### src/design/mac_command_responder_core_assert.svh
// assertion macros shared by the command responder modules
// expects clk and rst in scope where used
`ifndef MAC_COMMAND_RESPONDER_CORE_ASSERT_SVH
`define MAC_COMMAND_RESPONDER_CORE_ASSERT_SVH

// same-cycle implication, disabled in reset
`define MCR_ASSERT_NOW(lbl, ante, cons) \
  lbl: assert property (@(posedge clk) disable iff (rst) (ante) |-> (cons)) \
    else $error("mcr assertion failed");

// next-cycle implication, disabled in reset
`define MCR_ASSERT_NEXT(lbl, ante, cons) \
  lbl: assert property (@(posedge clk) disable iff (rst) (ante) |=> (cons)) \
    else $error("mcr assertion failed");

`endif

### src/design/mcr_pkg.sv
// shared constants, command decode functions and control structs
// for the mac command responder; no dependencies
package mcr_pkg;

  localparam int QUEUE_BYTES = 15;
  localparam int QIDX_W      = $clog2(QUEUE_BYTES);
  localparam int COUNT_W     = 4;
  localparam int REM_W       = 3;

  localparam logic [7:0] CMD_LINK_ADR     = 8'h03;
  localparam logic [7:0] CMD_RX_PARAM     = 8'h05;
  localparam logic [7:0] CMD_NEW_CHANNEL  = 8'h07;
  localparam logic [7:0] CMD_RX_TIMING    = 8'h08;
  localparam logic [7:0] CMD_PING_CHANNEL = 8'h11;

  localparam logic [7:0] ACK_THREE = 8'h07;
  localparam logic [7:0] ACK_TWO   = 8'h03;
  localparam logic [7:0] BYTE_NONE = 8'h00;

  localparam logic [1:0] STATUS_OK     = 2'd0;
  localparam logic [1:0] STATUS_TRUNC  = 2'd1;
  localparam logic [1:0] STATUS_UNSUPP = 2'd2;

  localparam logic KIND_STATUS = 1'b0;
  localparam logic KIND_ANSWER = 1'b1;
  localparam logic MODE_DRAIN  = 1'b1;

  // total command length including the id, zero for an unknown id
  function automatic logic [REM_W-1:0] cmd_length(input logic [7:0] id);
    logic [REM_W-1:0] len;
    unique case (id) inside
      CMD_LINK_ADR, CMD_RX_PARAM, CMD_PING_CHANNEL: len = REM_W'(5);
      CMD_NEW_CHANNEL:                              len = REM_W'(6);
      CMD_RX_TIMING:                                len = REM_W'(2);
      default:                                      len = '0;
    endcase
    return len;
  endfunction

  // second answer byte, where the answer has one
  function automatic logic [7:0] answer_second(input logic [7:0] id);
    logic [7:0] ans;
    unique case (id) inside
      CMD_LINK_ADR, CMD_RX_PARAM:        ans = ACK_THREE;
      CMD_NEW_CHANNEL, CMD_PING_CHANNEL: ans = ACK_TWO;
      default:                           ans = BYTE_NONE;
    endcase
    return ans;
  endfunction

  function automatic logic answer_is_two(input logic [7:0] id);
    return id != CMD_RX_TIMING;
  endfunction

  typedef struct packed {
    logic parse_en;
    logic drain_start;
    logic emit_status;
    logic emit_answer;
  } mcr_cmd_t;

  typedef struct packed {
    logic out_busy;
    logic drain_final;
  } mcr_sts_t;

endpackage

### src/design/mcr_ctrl.sv
// controller state machine for the mac command responder
// depends on mcr_pkg and mac_command_responder_core_assert.svh
`include "mac_command_responder_core_assert.svh"

module mcr_ctrl (
  input  logic              clk,
  input  logic              rst,
  input  logic              in_valid,
  output logic              in_stall,
  input  logic              mode,
  input  logic              last,
  input  mcr_pkg::mcr_sts_t sts,
  output mcr_pkg::mcr_cmd_t cmd
);

  typedef enum logic [2:0] {
    S_IDLE   = 3'b001,
    S_STATUS = 3'b010,
    S_DRAIN  = 3'b100
  } state_t;

  state_t state;
  state_t state_next;
  logic   accept;

  assign in_stall = (state != S_IDLE);
  assign accept   = in_valid && !in_stall;

  always_comb begin
    state_next = state;
    cmd        = '0;
    unique case (state)
      S_IDLE: begin
        if (accept) begin
          if (mode == mcr_pkg::MODE_DRAIN) begin
            cmd.drain_start = 1'b1;
            state_next      = S_DRAIN;
          end else begin
            cmd.parse_en = 1'b1;
            if (last) begin
              state_next = S_STATUS;
            end
          end
        end
      end
      S_STATUS: begin
        if (!sts.out_busy) begin
          cmd.emit_status = 1'b1;
          state_next      = S_IDLE;
        end
      end
      S_DRAIN: begin
        if (!sts.out_busy) begin
          cmd.emit_answer = 1'b1;
          if (sts.drain_final) begin
            state_next = S_IDLE;
          end
        end
      end
      default: state_next = S_IDLE;
    endcase
  end

  always_ff @(posedge clk) begin
    if (rst) begin
      state <= S_IDLE;
    end else begin
      state <= state_next;
    end
  end

  `MCR_ASSERT_NEXT(a_drain_entered, accept && mode == mcr_pkg::MODE_DRAIN, state == S_DRAIN)
  `MCR_ASSERT_NEXT(a_last_reports, accept && mode != mcr_pkg::MODE_DRAIN && last,
                   state == S_STATUS)
  `MCR_ASSERT_NOW(a_one_emit, cmd.emit_status || cmd.emit_answer,
                  !(cmd.parse_en || cmd.drain_start))

endmodule

### src/design/mcr_dpath.sv
// datapath for the mac command responder: parser registers, answer queue,
// drain counter and result register; depends on mcr_pkg and the assert header
`include "mac_command_responder_core_assert.svh"

module mcr_dpath (
  input  logic                          clk,
  input  logic                          rst,
  input  mcr_pkg::mcr_cmd_t             cmd,
  output mcr_pkg::mcr_sts_t             sts,
  input  logic [7:0]                    cmd_byte,
  input  logic                          last,
  input  logic                          keep_answers,
  output logic                          out_valid,
  input  logic                          out_stall,
  output logic                          kind,
  output logic [7:0]                    answer_byte,
  output logic                          answer_last,
  output logic [1:0]                    parse_status,
  output logic [mcr_pkg::COUNT_W-1:0]   pending_count
);

  logic [7:0]                   answer_queue [mcr_pkg::QUEUE_BYTES];
  logic [mcr_pkg::COUNT_W-1:0]  answer_count;
  logic [mcr_pkg::COUNT_W-1:0]  answer_count_next;
  logic [7:0]                   current_command;
  logic [7:0]                   current_command_next;
  logic [mcr_pkg::REM_W-1:0]    bytes_remaining;
  logic [mcr_pkg::REM_W-1:0]    bytes_remaining_next;
  logic                         skip_rest;
  logic                         skip_rest_next;
  logic [1:0]                   status_hold;

  logic [mcr_pkg::COUNT_W-1:0]  drain_n;
  logic [mcr_pkg::QIDX_W-1:0]   drain_idx;
  logic                         drain_keep;

  logic                         push;
  logic                         push_two;
  logic                         push_ok;
  logic [mcr_pkg::COUNT_W:0]    fill_sum;
  logic [mcr_pkg::COUNT_W-1:0]  wr_addr1;
  logic [mcr_pkg::REM_W-1:0]    id_len;
  logic [7:0]                   second_byte;

  assign id_len      = mcr_pkg::cmd_length(cmd_byte);
  assign push_two    = mcr_pkg::answer_is_two(current_command);
  assign second_byte = mcr_pkg::answer_second(current_command);
  assign fill_sum    = {1'b0, answer_count} + (push_two ? (mcr_pkg::COUNT_W+1)'(2)
                                                        : (mcr_pkg::COUNT_W+1)'(1));
  assign wr_addr1    = answer_count + mcr_pkg::COUNT_W'(1);

  // parser next state for one buffer byte
  always_comb begin
    skip_rest_next       = skip_rest;
    bytes_remaining_next = bytes_remaining;
    current_command_next = current_command;
    push                 = 1'b0;
    if (!skip_rest) begin
      if (bytes_remaining == '0) begin
        if (id_len == '0) begin
          skip_rest_next = 1'b1;
        end else begin
          current_command_next = cmd_byte;
          bytes_remaining_next = id_len - mcr_pkg::REM_W'(1);
        end
      end else begin
        bytes_remaining_next = bytes_remaining - mcr_pkg::REM_W'(1);
        push                 = (bytes_remaining_next == '0);
      end
    end
  end

  // answer dropped when it would overflow the queue
  assign push_ok = cmd.parse_en && push &&
                   (fill_sum <= (mcr_pkg::COUNT_W+1)'(mcr_pkg::QUEUE_BYTES));

  assign sts.out_busy    = out_valid && out_stall;
  assign sts.drain_final = (drain_n == '0) ||
                           (mcr_pkg::COUNT_W'(drain_idx) == drain_n - mcr_pkg::COUNT_W'(1));

  always_comb begin
    answer_count_next = answer_count;
    if (push_ok) begin
      answer_count_next = fill_sum[mcr_pkg::COUNT_W-1:0];
    end else if (cmd.emit_answer && sts.drain_final && !drain_keep) begin
      answer_count_next = '0;
    end
  end

  always_ff @(posedge clk) begin
    for (int i = 0; i < mcr_pkg::QUEUE_BYTES; i++) begin
      if (push_ok && answer_count == mcr_pkg::COUNT_W'(i)) begin
        answer_queue[i] <= current_command;
      end
      if (push_ok && push_two && wr_addr1 == mcr_pkg::COUNT_W'(i)) begin
        answer_queue[i] <= second_byte;
      end
    end
  end

  always_ff @(posedge clk) begin
    if (rst) begin
      answer_count    <= '0;
      current_command <= '0;
      bytes_remaining <= '0;
      skip_rest       <= 1'b0;
      out_valid       <= 1'b0;
    end else begin
      answer_count <= answer_count_next;
      if (cmd.parse_en) begin
        if (last) begin
          // buffer end: parser goes back to expecting an id
          current_command <= '0;
          bytes_remaining <= '0;
          skip_rest       <= 1'b0;
        end else begin
          current_command <= current_command_next;
          bytes_remaining <= bytes_remaining_next;
          skip_rest       <= skip_rest_next;
        end
      end
      if (cmd.emit_status || cmd.emit_answer) begin
        out_valid <= 1'b1;
      end else if (!out_stall) begin
        out_valid <= 1'b0;
      end
    end
  end

  always_ff @(posedge clk) begin
    if (cmd.parse_en && last) begin
      if (skip_rest_next) begin
        status_hold <= mcr_pkg::STATUS_UNSUPP;
      end else if (bytes_remaining_next != '0) begin
        status_hold <= mcr_pkg::STATUS_TRUNC;
      end else begin
        status_hold <= mcr_pkg::STATUS_OK;
      end
    end
    if (cmd.drain_start) begin
      drain_n    <= answer_count;
      drain_idx  <= '0;
      drain_keep <= keep_answers;
    end else if (cmd.emit_answer) begin
      drain_idx <= drain_idx + mcr_pkg::QIDX_W'(1);
    end
    if (cmd.emit_status) begin
      kind          <= mcr_pkg::KIND_STATUS;
      answer_byte   <= mcr_pkg::BYTE_NONE;
      answer_last   <= 1'b0;
      parse_status  <= status_hold;
      pending_count <= answer_count;
    end else if (cmd.emit_answer) begin
      kind          <= mcr_pkg::KIND_ANSWER;
      answer_byte   <= (drain_n == '0) ? mcr_pkg::BYTE_NONE : answer_queue[drain_idx];
      answer_last   <= sts.drain_final;
      parse_status  <= mcr_pkg::STATUS_OK;
      pending_count <= drain_n;
    end
  end

  `MCR_ASSERT_NOW(a_count_bound, 1'b1, answer_count <= mcr_pkg::COUNT_W'(mcr_pkg::QUEUE_BYTES))
  `MCR_ASSERT_NOW(a_no_overwrite, cmd.emit_status || cmd.emit_answer, !sts.out_busy)
  `MCR_ASSERT_NOW(a_idx_in_run, cmd.emit_answer && drain_n != '0,
                  mcr_pkg::COUNT_W'(drain_idx) < drain_n)

endmodule

### src/design/mac_command_responder_core.sv
// top level of the mac command responder: controller plus datapath
// depends on mcr_pkg, mcr_ctrl and mcr_dpath

// Takes one item at a time. A buffer byte that is not the last gives no result;
// a last byte moves the controller into its status state, which gives one status
// result once the output register is free. A drain, once accepted, gives one
// answer byte per cycle while the output side does not stall, or a single empty
// marker for an empty queue, since every result passes through the single output
// register. The answer queue needs no clearing after reset.
module mac_command_responder_core (
  input  logic                        clk,
  input  logic                        rst,
  input  logic                        in_valid,
  output logic                        in_stall,
  input  logic                        mode,
  input  logic [7:0]                  cmd_byte,
  input  logic                        last,
  input  logic                        keep_answers,
  output logic                        out_valid,
  input  logic                        out_stall,
  output logic                        kind,
  output logic [7:0]                  answer_byte,
  output logic                        answer_last,
  output logic [1:0]                  parse_status,
  output logic [mcr_pkg::COUNT_W-1:0] pending_count
);

  mcr_pkg::mcr_cmd_t cmd;
  mcr_pkg::mcr_sts_t sts;

  mcr_ctrl u_ctrl (
    .clk      (clk),
    .rst      (rst),
    .in_valid (in_valid),
    .in_stall (in_stall),
    .mode     (mode),
    .last     (last),
    .sts      (sts),
    .cmd      (cmd)
  );

  mcr_dpath u_dpath (
    .clk           (clk),
    .rst           (rst),
    .cmd           (cmd),
    .sts           (sts),
    .cmd_byte      (cmd_byte),
    .last          (last),
    .keep_answers  (keep_answers),
    .out_valid     (out_valid),
    .out_stall     (out_stall),
    .kind          (kind),
    .answer_byte   (answer_byte),
    .answer_last   (answer_last),
    .parse_status  (parse_status),
    .pending_count (pending_count)
  );

endmodule

### config.mk
export PLATFORM = sky130hd
export DESIGN_NAME = mac_command_responder_core
export DESIGN_NICKNAME = d
export VERILOG_FILES = /design/src/design/mcr_pkg.sv /design/src/design/mcr_ctrl.sv /design/src/design/mcr_dpath.sv /design/src/design/mac_command_responder_core.sv
export VERILOG_INCLUDE_DIRS = /design/src /design/src/design
export SDC_FILE = /design/constraint.sdc
export NUM_CORES = 1
export LEC_CHECK = 0
export BUFFER_PORTS_ARGS = -buffer_cell sky130_fd_sc_hd__buf_2
export CAP_MARGIN = 20
export CORE_MARGIN = 4
export CORE_UTILIZATION = 60
export DETAILED_ROUTE_END_ITERATION = 12
export PLACE_DENSITY = 0.78
export SYNTH_ARGS = -nofsm -noshare
export SYNTH_HDL_FRONTEND = slang
export SYNTH_HIERARCHICAL = 1
export SYNTH_SLANG_ARGS = --single-unit
### constraint.sdc
create_clock -name clk -period 8.95 [get_ports clk]
set_input_delay 0.4475 -clock clk [delete_from_list [all_inputs] [get_ports clk]]
set_output_delay 0.4475 -clock clk [all_outputs]
set_load 0.02 [all_outputs]
Word level (Yosys, flattened, before mapping)
Memories as Yosys holds them, arrays and structs flattened. A register that Yosys moved wholly into a read port is not among the register bits. Cells that the tools add are included.

Register bits: 47. RAM bits: 120. Bits of input ports: 15. Output and inout bits: 18. Logic and storage cells: 316. Memories: 1.

Memories: u_dpath.answer_queue (depth 15, bits a word 8, read ports 1, clocked after memory_dff 1, write ports 2, RTL line mcr_dpath.sv:22) `logic [7:0] answer_queue [mcr_pkg::QUEUE_BYTES];`.

Add/sub/neg operators: 6. Order comparisons: 1. Equal/unequal tests: 51. Muxes and demuxes: 157. Bitwise operators: 15. Reductions and logical operators: 70.

Operators by type and width (count): $mux 8 (33); $reduce_or 8->1 (13); $mux 1 (87); $mux 4 (19); $eq 4x4->1 const B (14); $logic_and 1x1->1 (38); $eq 4x3->1 const B (8); $eq 8x3->1 const B (4); $mux 3 (10); $pmux 3 s3 (2); $eq 4x2->1 const B (4); $eq 8x2->1 const B (2); $eq 8x5->1 const B (2); $or 1x1->1 (15); $logic_not 4->1 (3); $mux 2 (5); $logic_not 3->1 (3); $add 4x1->4 const B (2); $eq 4x1->1 const B (2); $eq 8x4->1 const B (1); $ne 2x2->1 const B (4); $ne 8x4->1 const B (1); $ne 2x1->1 const B (3); $pmux 3 s2 (1); 18 further kinds (24).

Longest topological paths before layout
Gate-level depths: netlist (run 1).

Word-level depth: 20. Depth in mapped cells: 14.

Hierarchy
The synthesis (run 1) kept the hierarchy.

Modules (own cells, without submodules): mcr_dpath (times used 1, cells an instance 640, area an instance 8002.7 um2, seq. area each 4644.5 um2); mcr_ctrl (times used 1, cells an instance 20, area an instance 188.9 um2, seq. area each 60.1 um2).

Worst setup path before layout (run 1)
Ideal clock, no wire load.

Kind: flip-flop to flip-flop. Start: register u_dpath.current_command[1]. End: memory u_dpath.answer_queue[13][0] (enable). Library setup time: 0.384 ns. Data arrival time: 3.169 ns. Required time: 8.566 ns. Path slack: 5.397 ns. Stages on the path, launching flop included: 12. Path buffers: 3. Cell sequence: dfxtp_1 clkbuf_1 nor4b_2 nand2_1 inv_1 fa_1 and3b_1 nor4_4 buf_6 buf_4 nand3_1 o21ai_0.

RTL lines: from (decl) (RTL line mcr_dpath.sv:25) `logic [7:0] current_command;`; from (signal assigned) (RTL line mcr_dpath.sv:117) `current_command <= current_command_next;`; to (decl) (RTL line mcr_dpath.sv:22).

==> impl_metrics.ini, run 1 <==
[final_layout]
area_growth_pct = 11.3
postLayoutCoreUtil_pct = 68.5
antenna_cells = 0
drive_above_1_share_pct = 18.9
multi_input_area_mm2 = 0.00325
instances_no_fill = 873
final_area_mm2 = 0.00911
fillCellCount = 918
nets = 708
seqCellArea_mm2 = 0.00471

[cts]
cts_made_buffers = 17
cts_max_path_buffers = 2
clk_latency_ps = 430
clockRootBuffer = clkbuf_16
cts-htree-levels = 4
postCtsSetupRepairBufs = 0
ctsHoldBuffers = 0
clk_pin_slew_ps = 60
cts_resized = 0
cts_tree = yes
cts_sinks = 171

[power_and_ir_drop]
p_leak_uw = 0.00337
irDropWorstVdd_mv = 0.147
powerDensity_mw_per_mm2 = 189

[place]
post_dp_cell_area_mm2 = 0.00843
dp_cells = 830
io_buffers = 32
place.gp.congestion = 0.881
hpwl_um = 13000
place_ws_ps = 4750

[route]
vias = 5530
post-route-drc-count = 0
drtAntennaViolNets = 0
viasPerCell = 6.33
finalWirelength_um = 19100
drtIter0Drc = 685
routedWlPerCell_um = 21.9
drt_first_pass_iters = 5

[logic_synthesis]
synthFlopType = edfxtp_1
syn-cell-area_mm2 = 0.00819
synth_seq_cells = 171
postSynth.asyncResetShare_pct = 0
synth_area_per_cell_um2 = 12.4
synth-warning-count = 6
synth_cells = 660
synth_edf_count = 128
seq_area_frac_synth_pct = 57.4
synth.distinct_cells = 61
syn_nets = 684

[setup_path]
r2r_cells = 9
critPathMaxFanout = 28
rr_endpoint = u_dpath/answer_queue[1][1]
worstSetupEndpointType = flop
cp.arrival_ps = 4350
path_cells = nor4b_2 > nand2_1 > inv_1 > fa_1 > and3b_1 > nor4_4 > buf_4 > nand3_1 > o21ai_0
cp_slowest_stage_delay_ps = 930
cp-start-kind = flop
crit_buf_inv = 2
r2r_slack_ps = 4650
timing.rr.start = u_dpath/current_command[3]
required_ps = 9000
path_class = flop to flop
cp_slowest_cell = o21ai_0
critical_path.top_delay_family = simple AND/OR/NAND/NOR gates

[die]
die_y_um = 125
initial_core_util_pct = 61.6
design.core.area_mm2 = 0.0133
dieArea_mm2 = 0.0156
row_count = 42
die_w_um = 125
num_io_pins = 33

[timing]
tightestPinTransition_ps = 1070
period_share_pct = 48.1
max_slew_margin_pct = 28.1
fin_tns_setup_ps = 0
setup_ws_ps = 4650
hold_violations = 0
final.setup_skew_ps = 9.97
fmax_mhz = 233
rsz0062_at_grt = false
setup_viol = 0
slew_viol_final = 0
period_minus_slack_ps = 4300

[global_route]
grt_first_pass_wirelength_um = 29600
grt_pass1_vias = 5140
grt-ovfl-total = 0
grt_usage_pct = 24.9
antenna_found_initial = 0
grt_start_max_net_pins = 41

[hold_path]
min_path_type = input port to flop
min_from = keep_answers
whs_path_depth = 1
holdPathEnd = u_dpath/drain_keep

[flow_run]
drv_cap = 0

[outcome]
outcome = finished, final reports clean
routing by layer:
layer / part of all wire [%] / vias to the layer above / global-route usage, %
met3: 10 / 23 / 7.93
met1: 41 / 2719 / 34.6
met2: 47 / 289 / 38.2
met5: 0 / - / 0
met4: 1.4 / 0 / 6.70
li1: - / 2499 / -
Yosys cell counts, drive strengths merged, types with 11 or more instances:
cell type,instances,area [um2]
mux2,16,180
nand2,43,161
dfxtp,43,861
mux2i,26,260
inv,15,56.3
clkbuf,31,116
o21ai,42,210
nor3,13,70.1
and2,72,450
nor2,39,154
nand4,11,68.8
buf,12,68.8
a21o,27,203
nand3,11,55.1
edfxtp,128,3840
mux4,24,541
worst max path at each step:
stage                                           from                           to  slack (ps)  depth (start not counted)
after floorplan           u_dpath/current_command[1]  u_dpath/answer_queue[13][0]        5400                         11
after global placement    u_dpath/current_command[1]   u_dpath/answer_queue[5][4]        4900                         11
after detailed placement  u_dpath/current_command[3]   u_dpath/answer_queue[7][0]        4750                          9
after CTS                 u_dpath/current_command[3]   u_dpath/answer_queue[5][4]        4660                          9
after global routing      u_dpath/current_command[3]   u_dpath/answer_queue[1][1]        4270                          9
final                     u_dpath/current_command[3]   u_dpath/answer_queue[1][1]        4650                          9
power by group:
part	leakage [uW]	total (uW)	internal (uW)	switching, uW
sequential	0.00154	863	855	8.72
combinational	0.00154	80.6	33.8	46.8
clock	0.000295	774	470	305
kinds of logic after synthesis:
group	after synthesis	synth area share (%)
AO/OA/AOI/OAI	119	9.44
buffers and inverters	59	2.99
AND/OR/NAND/NOR	223	15.3
multiplexers	66	12.0
adder cells (fa/ha/maj)	9	1.47
XOR/XNOR	13	1.39
flip-flops	171	57.4
worst register-to-register path: cells and delay by family (launching register included):
family | cells | cell delay, ps
AOI/OAI and AO/OA | 1 | 930
buffers and inverters | 2 | 540
adders and majority gates | 1 | 240
and+or+nand+nor | 5 | 1440
DFF | 1 | 760
cell usage in the layout (no fill, tap or decap), types with 7 or more instances in the layout:
master	synthesis	final
xor2_1	7	7
a22oi_1	8	8
clkbuf_16	0	17
mux2_2	16	16
dfxtp_1	43	42
nand2_1	43	43
and2_1	72	72
edfxtp_1	128	128
inv_1	15	15
nor2_1	38	38
nor3_1	12	12
mux2i_1	26	26
nand3_1	11	11
buf_2	4	40
nand4_1	11	11
mux4_2	24	24
o21ai_0	42	42
a21o_1	27	27
ha_1	8	8
o22ai_1	8	8
a21oi_1	10	10
stage by stage:
stage                     hold slack (ps)  power (uW)
after floorplan                       421         936
after global placement                431         958
after detailed placement              436         961
after CTS                             183        1730
after global routing                  188        1770
final                                 200        1720
sequential cells by signal, summed over array words and instances, names as in the netlist, 4 cells and up, named ones only:
register and count:
u_dpath/current_command 8, u_dpath/answer_count 4, u_dpath/drain_n 4, u_dpath/answer_queue 120, u_dpath/pending_count 4, u_dpath/drain_idx 4, u_dpath/answer_byte 8
final cells by class:
class,instances,share of cell area [%]
Multi-Input combinational cell,430,35.6
Sequential cell,171,51.6
Clock buffer,19,4.75
Tap cell,176,2.42
Inverter,16,0.659
Clock inverter,13,2.10
Timing Repair Buffer,48,2.80
(Power assumes the default switching activity.)
==> run 2, diff against run 1 <==
--- a/config.mk
+++ b/config.mk
@@ -6,12 +6,13 @@
 export SDC_FILE = /design/constraint.sdc
 export NUM_CORES = 1
 export LEC_CHECK = 0
+export ABC_AREA = 1
 export BUFFER_PORTS_ARGS = -buffer_cell sky130_fd_sc_hd__buf_2
 export CAP_MARGIN = 20
 export CORE_MARGIN = 4
-export CORE_UTILIZATION = 60
+export CORE_UTILIZATION = 56
 export DETAILED_ROUTE_END_ITERATION = 12
-export PLACE_DENSITY = 0.78
+export PLACE_DENSITY = 0.76
 export SYNTH_ARGS = -nofsm -noshare
 export SYNTH_HDL_FRONTEND = slang
 export SYNTH_HIERARCHICAL = 1
==> constraint.sdc (replaced) <==
create_clock -name clk -period 3.57 [get_ports clk]
set_input_delay 0.1785 -clock clk [delete_from_list [all_inputs] [get_ports clk]]
set_output_delay 0.1785 -clock clk [all_outputs]
set_load 0.02 [all_outputs]
==> impl_metrics.ini, run 2 <==
[timing]
setup_ws_ps = 366
period_share_pct = 89.8
final.setup_skew_ps = 8.63
tightestPinTransition_ps = 1130
slew_viol_final = 0
rsz0062_at_grt = false
period_minus_slack_ps = 3200
max_slew_margin_pct = 23.9
fmax_mhz = 312
fin_tns_setup_ps = 0
setup_viol = 0
hold_violations = 0

[power_and_ir_drop]
powerDensity_mw_per_mm2 = 460
p_leak_uw = 0.00442
finalPower_uw = 4480
irDropWorstVdd_mv = 0.353

[die]
initial_core_util_pct = 57.4
dieArea_mm2 = 0.0177
die_w_um = 133
row_count = 45
design.core.area_mm2 = 0.0153
num_io_pins = 33
die_y_um = 133

[route]
routedWlPerCell_um = 17.0
finalWirelength_um = 21500
viasPerCell = 5.59
post-route-drc-count = 0
drtAntennaViolNets = 0
vias = 7054
drtIter0Drc = 867
drt_first_pass_iters = 6

[setup_path]
critPathMaxFanout = 13
r2r_slack_ps = 370
cp_slowest_cell = o21ai_0
path_cells = inv_2 > nand2_1 > inv_2 > nand3_4 > inv_2 > nand2_4 > inv_4 > ha_1 > inv_1 > fa_1 > nor2_4 > nor2_4 > nand2_8 > nor2_4 > inv_1 > o21ai_0
worstSetupEndpointType = flop
required_ps = 3620
cp_slowest_stage_delay_ps = 890
cp-start-kind = flop
critical_path.top_delay_family = compound AO/OA/AOI/OAI gates
path_class = flop to flop
cp.arrival_ps = 3250
crit_buf_inv = 6

[final_layout]
mostFrequentLayoutCells = nand2_1, inv_1, edfxtp_1
top_register = u_dpath/answer_queue
reg_top3 = u_dpath/answer_queue x120, u_dpath/answer_byte x8, u_dpath/current_command x8
fillCellCount = 1273
nets = 1062
antenna_cells = 0
drive_above_1_share_pct = 14.4
area_growth_pct = 11.2
final_common_cell = nand2_1
largest_reg_flops = 120

[logic_synthesis]
synth_xor_xnor_area_share_pct = 0.300
synth_seq_cells = 171
synth_fa_ha_area_share_pct = 1.37
synthFlopType = edfxtp_1
yosysTopAreaCellShare_pct = 43.9
yosys.area.top_type = edfxtp_1
syn-cell-area_mm2 = 0.00875
yosys.area_share.simple_pct = 24.1
ys_top_cells_by_area = edfxtp_1, nand2_1, dfxtp_1, inv_1, o21ai_0
synth_cells = 1008
synth.distinct_cells = 49
synth_compound_area_share_pct = 10.8
syn_nets = 1032
synth_top_family_by_area = simple AND/OR/NAND/NOR gates
yosysMostFrequentCell = nand2_1
synth_edf_count = 128
seq_area_frac_synth_pct = 53.7
postSynth.asyncResetShare_pct = 0
synth_area_per_cell_um2 = 8.68
synth_mux_area_share_pct = 0
synth-warning-count = 6
synth_common_cells = nand2_1, inv_1, edfxtp_1, o21ai_0, nor2_1

[cts]
cts_made_buffers = 17
cts_resized = 0
postCtsSetupRepairBufs = 0
clk_pin_slew_ps = 60
clockRootBuffer = clkbuf_16
cts_sinks = 171
cts_tree = yes
cts_max_path_buffers = 2
ctsHoldBuffers = 1
clk_latency_ps = 430
cts-htree-levels = 4

[global_route]
grt-ovfl-total = 0
grt_usage_pct = 24.7
grt_pass1_vias = 6619
antenna_found_initial = 0
grt_start_max_net_pins = 56
grt_first_pass_wirelength_um = 34200

[place]
hpwl_um = 15000
place.gp.congestion = 0.940
io_buffers = 32
place_ws_ps = 359

[hold_path]
min_path_type = input port to flop

[outcome]
outcome = finished, final reports clean

[flow_run]
drv_cap = 0
-- run 2: layout make-up --
class	count	area, um2	share of cell area [%]
Clock buffer	21	450	4.63
Clock inverter	11	146	1.50
Inverter	161	609	6.26
Multi-Input combinational cell	628	3210	32.9
Sequential cell	171	4700	48.3
Tap cell	211	264	2.71
Timing Repair Buffer	59	355	3.65
-- run 2: path summary, 6_finish.rpt --
| check | startpoint | end | depth (start not counted) |
|---|---|---|---|
| worst max-delay path | u_dpath/current_command[7] | u_dpath/answer_queue[4][3] | 16 |
| worst min-delay path | cmd_byte[7] | u_dpath/current_command[7] | 3 |
| worst max register to register | u_dpath/current_command[7] | u_dpath/answer_queue[4][3] | 16 |
| worst min register to register | u_dpath/answer_byte[4] | u_dpath/answer_byte[4] | 2 |
-- run 2: cell families (layout without fill, tap and decap cells) --
kind of cell	count (synthesis)	in the layout
AOI/OAI and AO/OA	173	173
xor gates and xnor gates	3	3
adders and majority gates	9	9
buffers and inverters	209	252
DFF	171	171
and+or+nand+nor	443	443
-- run 2: per-layer routing --
metal	wire, um	track usage [%]	vias to the layer above	share of wire, %
met5	0	0	-	0
met4	563	8.49	0	2.6
met1	8760	33.0	3283	41
met3	2090	6.12	39	9.7
li1	-	-	3363	-
met2	10100	39.7	369	47
-- run 2: worst reg2reg max path: cells and delay by family, from the launching register on --
family	cells	cell delay [ps]
fa+ha+maj	2	430
simple gates	7	760
buf+inv	6	370
flops	1	350
compound gates	1	890
-- run 2: report_power, final --
group | switching (uW) | internal (uW)
Combinational | 285 | 122
Sequential | 31.0 | 2170
Clock | 748 | 1120
Total | 1060 | 3410
-- run 2: stage by stage --
step,utilization [%],std cells,instance area (um2),hold slack [ps]
4_1_cts,63.5,1255,9690,8.01
5_1_grt,63.8,1262,9740,27.8
3_5_place_dp,59.5,1222,9090,368
3_3_place_gp,59.5,1222,9090,357
6_report,63.8,1262,9740,12.4
2_1_floorplan,-,1008,8750,248
==> run 3, diff against run 2 <==
--- a/config.mk
+++ b/config.mk
@@ -13,6 +13,7 @@
 export CORE_UTILIZATION = 56
 export DETAILED_ROUTE_END_ITERATION = 12
 export PLACE_DENSITY = 0.76
+export REMOVE_ABC_BUFFERS = 1
 export SYNTH_ARGS = -nofsm -noshare
 export SYNTH_HDL_FRONTEND = slang
 export SYNTH_HIERARCHICAL = 1
==> impl_metrics.ini, run 3 (synthesized netlist as in run 2, its figures left out) <==
[global_route]
grt_pass1_vias = 6407
grt_first_pass_wirelength_um = 34300
grt_start_max_net_pins = 58
grt_usage_pct = 24.8
antenna_found_initial = 0
grt-ovfl-total = 0

[setup_path]
critPathMaxFanout = 13
cp.arrival_ps = 3200
cp-start-kind = flop
worstSetupEndpointType = flop
rr_endpoint = u_dpath/answer_queue[1][5]
r2r_cells = 16
r2r_slack_ps = 410
required_ps = 3620
path_class = flop to flop
timing.rr.start = u_dpath/current_command[7]

[final_layout]
largest_reg_flops = 120
top_register = u_dpath/answer_queue
reg_top3 = u_dpath/answer_queue x120, u_dpath/answer_byte x8, u_dpath/current_command x8
area_growth_pct = 11.6
final_common_cell = nand2_1
nets = 1063
drive_above_1_share_pct = 14.4
mostFrequentLayoutCells = nand2_1, inv_1, edfxtp_1
instances_no_fill = 1263
postLayoutCoreUtil_pct = 64.1
antenna_cells = 0

[cts]
cts_max_path_buffers = 2
cts_made_buffers = 17
cts_resized = 0
clk_pin_slew_ps = 60
postCtsSetupRepairBufs = 0
cts_sinks = 171
clockRootBuffer = clkbuf_16
clk_latency_ps = 430
cts-htree-levels = 4
cts_tree = yes

[timing]
tightestPinTransition_ps = 1040
setup_viol = 0
period_share_pct = 88.4
max_slew_margin_pct = 30.3
rsz0062_at_grt = false
fmax_mhz = 317
period_minus_slack_ps = 3160
setup_ws_ps = 415
final.setup_skew_ps = 5.90
slew_viol_final = 0
hold_violations = 0
fin_tns_setup_ps = 0

[route]
post-route-drc-count = 0
routedWlPerCell_um = 17.2
vias = 7077
finalWirelength_um = 21700
drt_first_pass_iters = 5
viasPerCell = 5.60
drtIter0Drc = 947
drtAntennaViolNets = 0

[flow_run]
drv_cap = 0

[power_and_ir_drop]
powerDensity_mw_per_mm2 = 466
p_leak_uw = 0.00444
irDropWorstVdd_mv = 0.343

[place]
hpwl_um = 14500
place.gp.congestion = 0.960
place_ws_ps = 327
dp_cells = 1221
io_buffers = 32

[die]
num_io_pins = 33
design.core.area_mm2 = 0.0153
row_count = 45
die_y_um = 133
die_w_um = 133
initial_core_util_pct = 57.4
dieArea_mm2 = 0.0177

[hold_path]
holdPathEnd = u_dpath/current_command[6]
min_from = cmd_byte[6]
min_path_type = input port to flop
whs_path_depth = 3

[outcome]
outcome = finished, final reports clean
==> run 3: cell count changes in the layout (fill, tap and decap cells not counted), sizes merged <==
cell	previous run	this run
bufinv	3	4
buf	55	52
clkinv	5	4
clkbuf	24	28
==> run 3: area by class of cell <==
type                       instances  area, um2
tap                              211        264
inverter                         161        609
multi-input combinational        628       3210
timing repair buffer              60        363
sequential                       171       4700
clock buffer                      21        460
clock inverter                    11        166
fill                            1198       5490
==> run 3: how the worst max path moves through the flow <==
stage | startpoint | end | slack [ps] | cells after the start
6_report | u_dpath/current_command[7] | u_dpath/answer_queue[1][5] | 410 | 16
5_1_grt | u_dpath/current_command[7] | u_dpath/answer_queue[1][2] | 190 | 16
4_1_cts | u_dpath/current_command[7] | u_dpath/answer_queue[5][7] | 300 | 16
3_5_place_dp | u_dpath/current_command[7] | u_dpath/answer_queue[5][3] | 330 | 16
3_3_place_gp | u_dpath/current_command[6] | u_dpath/answer_queue[5][3] | 420 | 16
2_1_floorplan | u_dpath/current_command[3] | u_dpath/answer_queue[0][0] | 360 | 13
==> run 3: through the flow <==
stage / hold slack, ps / power (uW) / instance area, um2
6_report: 15.8 / 4560 / 9770
3_3_place_gp: 370 / 2630 / 9080
5_1_grt: 5.40 / 4690 / 9770
2_1_floorplan: 248 / 2490 / 8510
4_1_cts: 3.78 / 4570 / 9720
3_5_place_dp: 370 / 2640 / 9080
==> run 3: critical path, stage by stage (launching register included) <==
cell and delay (ps):
dfxtp_1 360, inv_2 50, nand2_1 70, inv_2 50, nand3_4 70, inv_2 50
nand2_4 70, inv_4 50, ha_1 190, inv_1 70, fa_1 250, nor2_4 60
nor2_4 150, nand2_8 140, nor2_8 160, inv_1 150, o21ai_0 820
==> run 3: repair_timing <==
action,in CTS,in global routing
hold buffers,1,0
endpoints found under the setup margin,0,0
hold endpoints to repair,1,0
==> run 3: power breakdown <==
| group | leakage (uW) | internal, uW | switching (uW) |
|---|---|---|---|
| sequential | 0.00153 | 2170 | 32.5 |
| combinational | 0.00260 | 121 | 280 |
| clock | 0.000301 | 1210 | 747 |
| total | 0.00444 | 3500 | 1060 |
==> run 3: layer usage <==
metal / GRT usage (%) / vias up / share of wire, %
met1: 35.3 / 3260 / 42
met2: 37.4 / 395 / 45
met4: 10.2 / 0 / 2.8
met3: 4.94 / 54 / 9.9
met5: 0 / - / 0
li1: - / 3368 / -
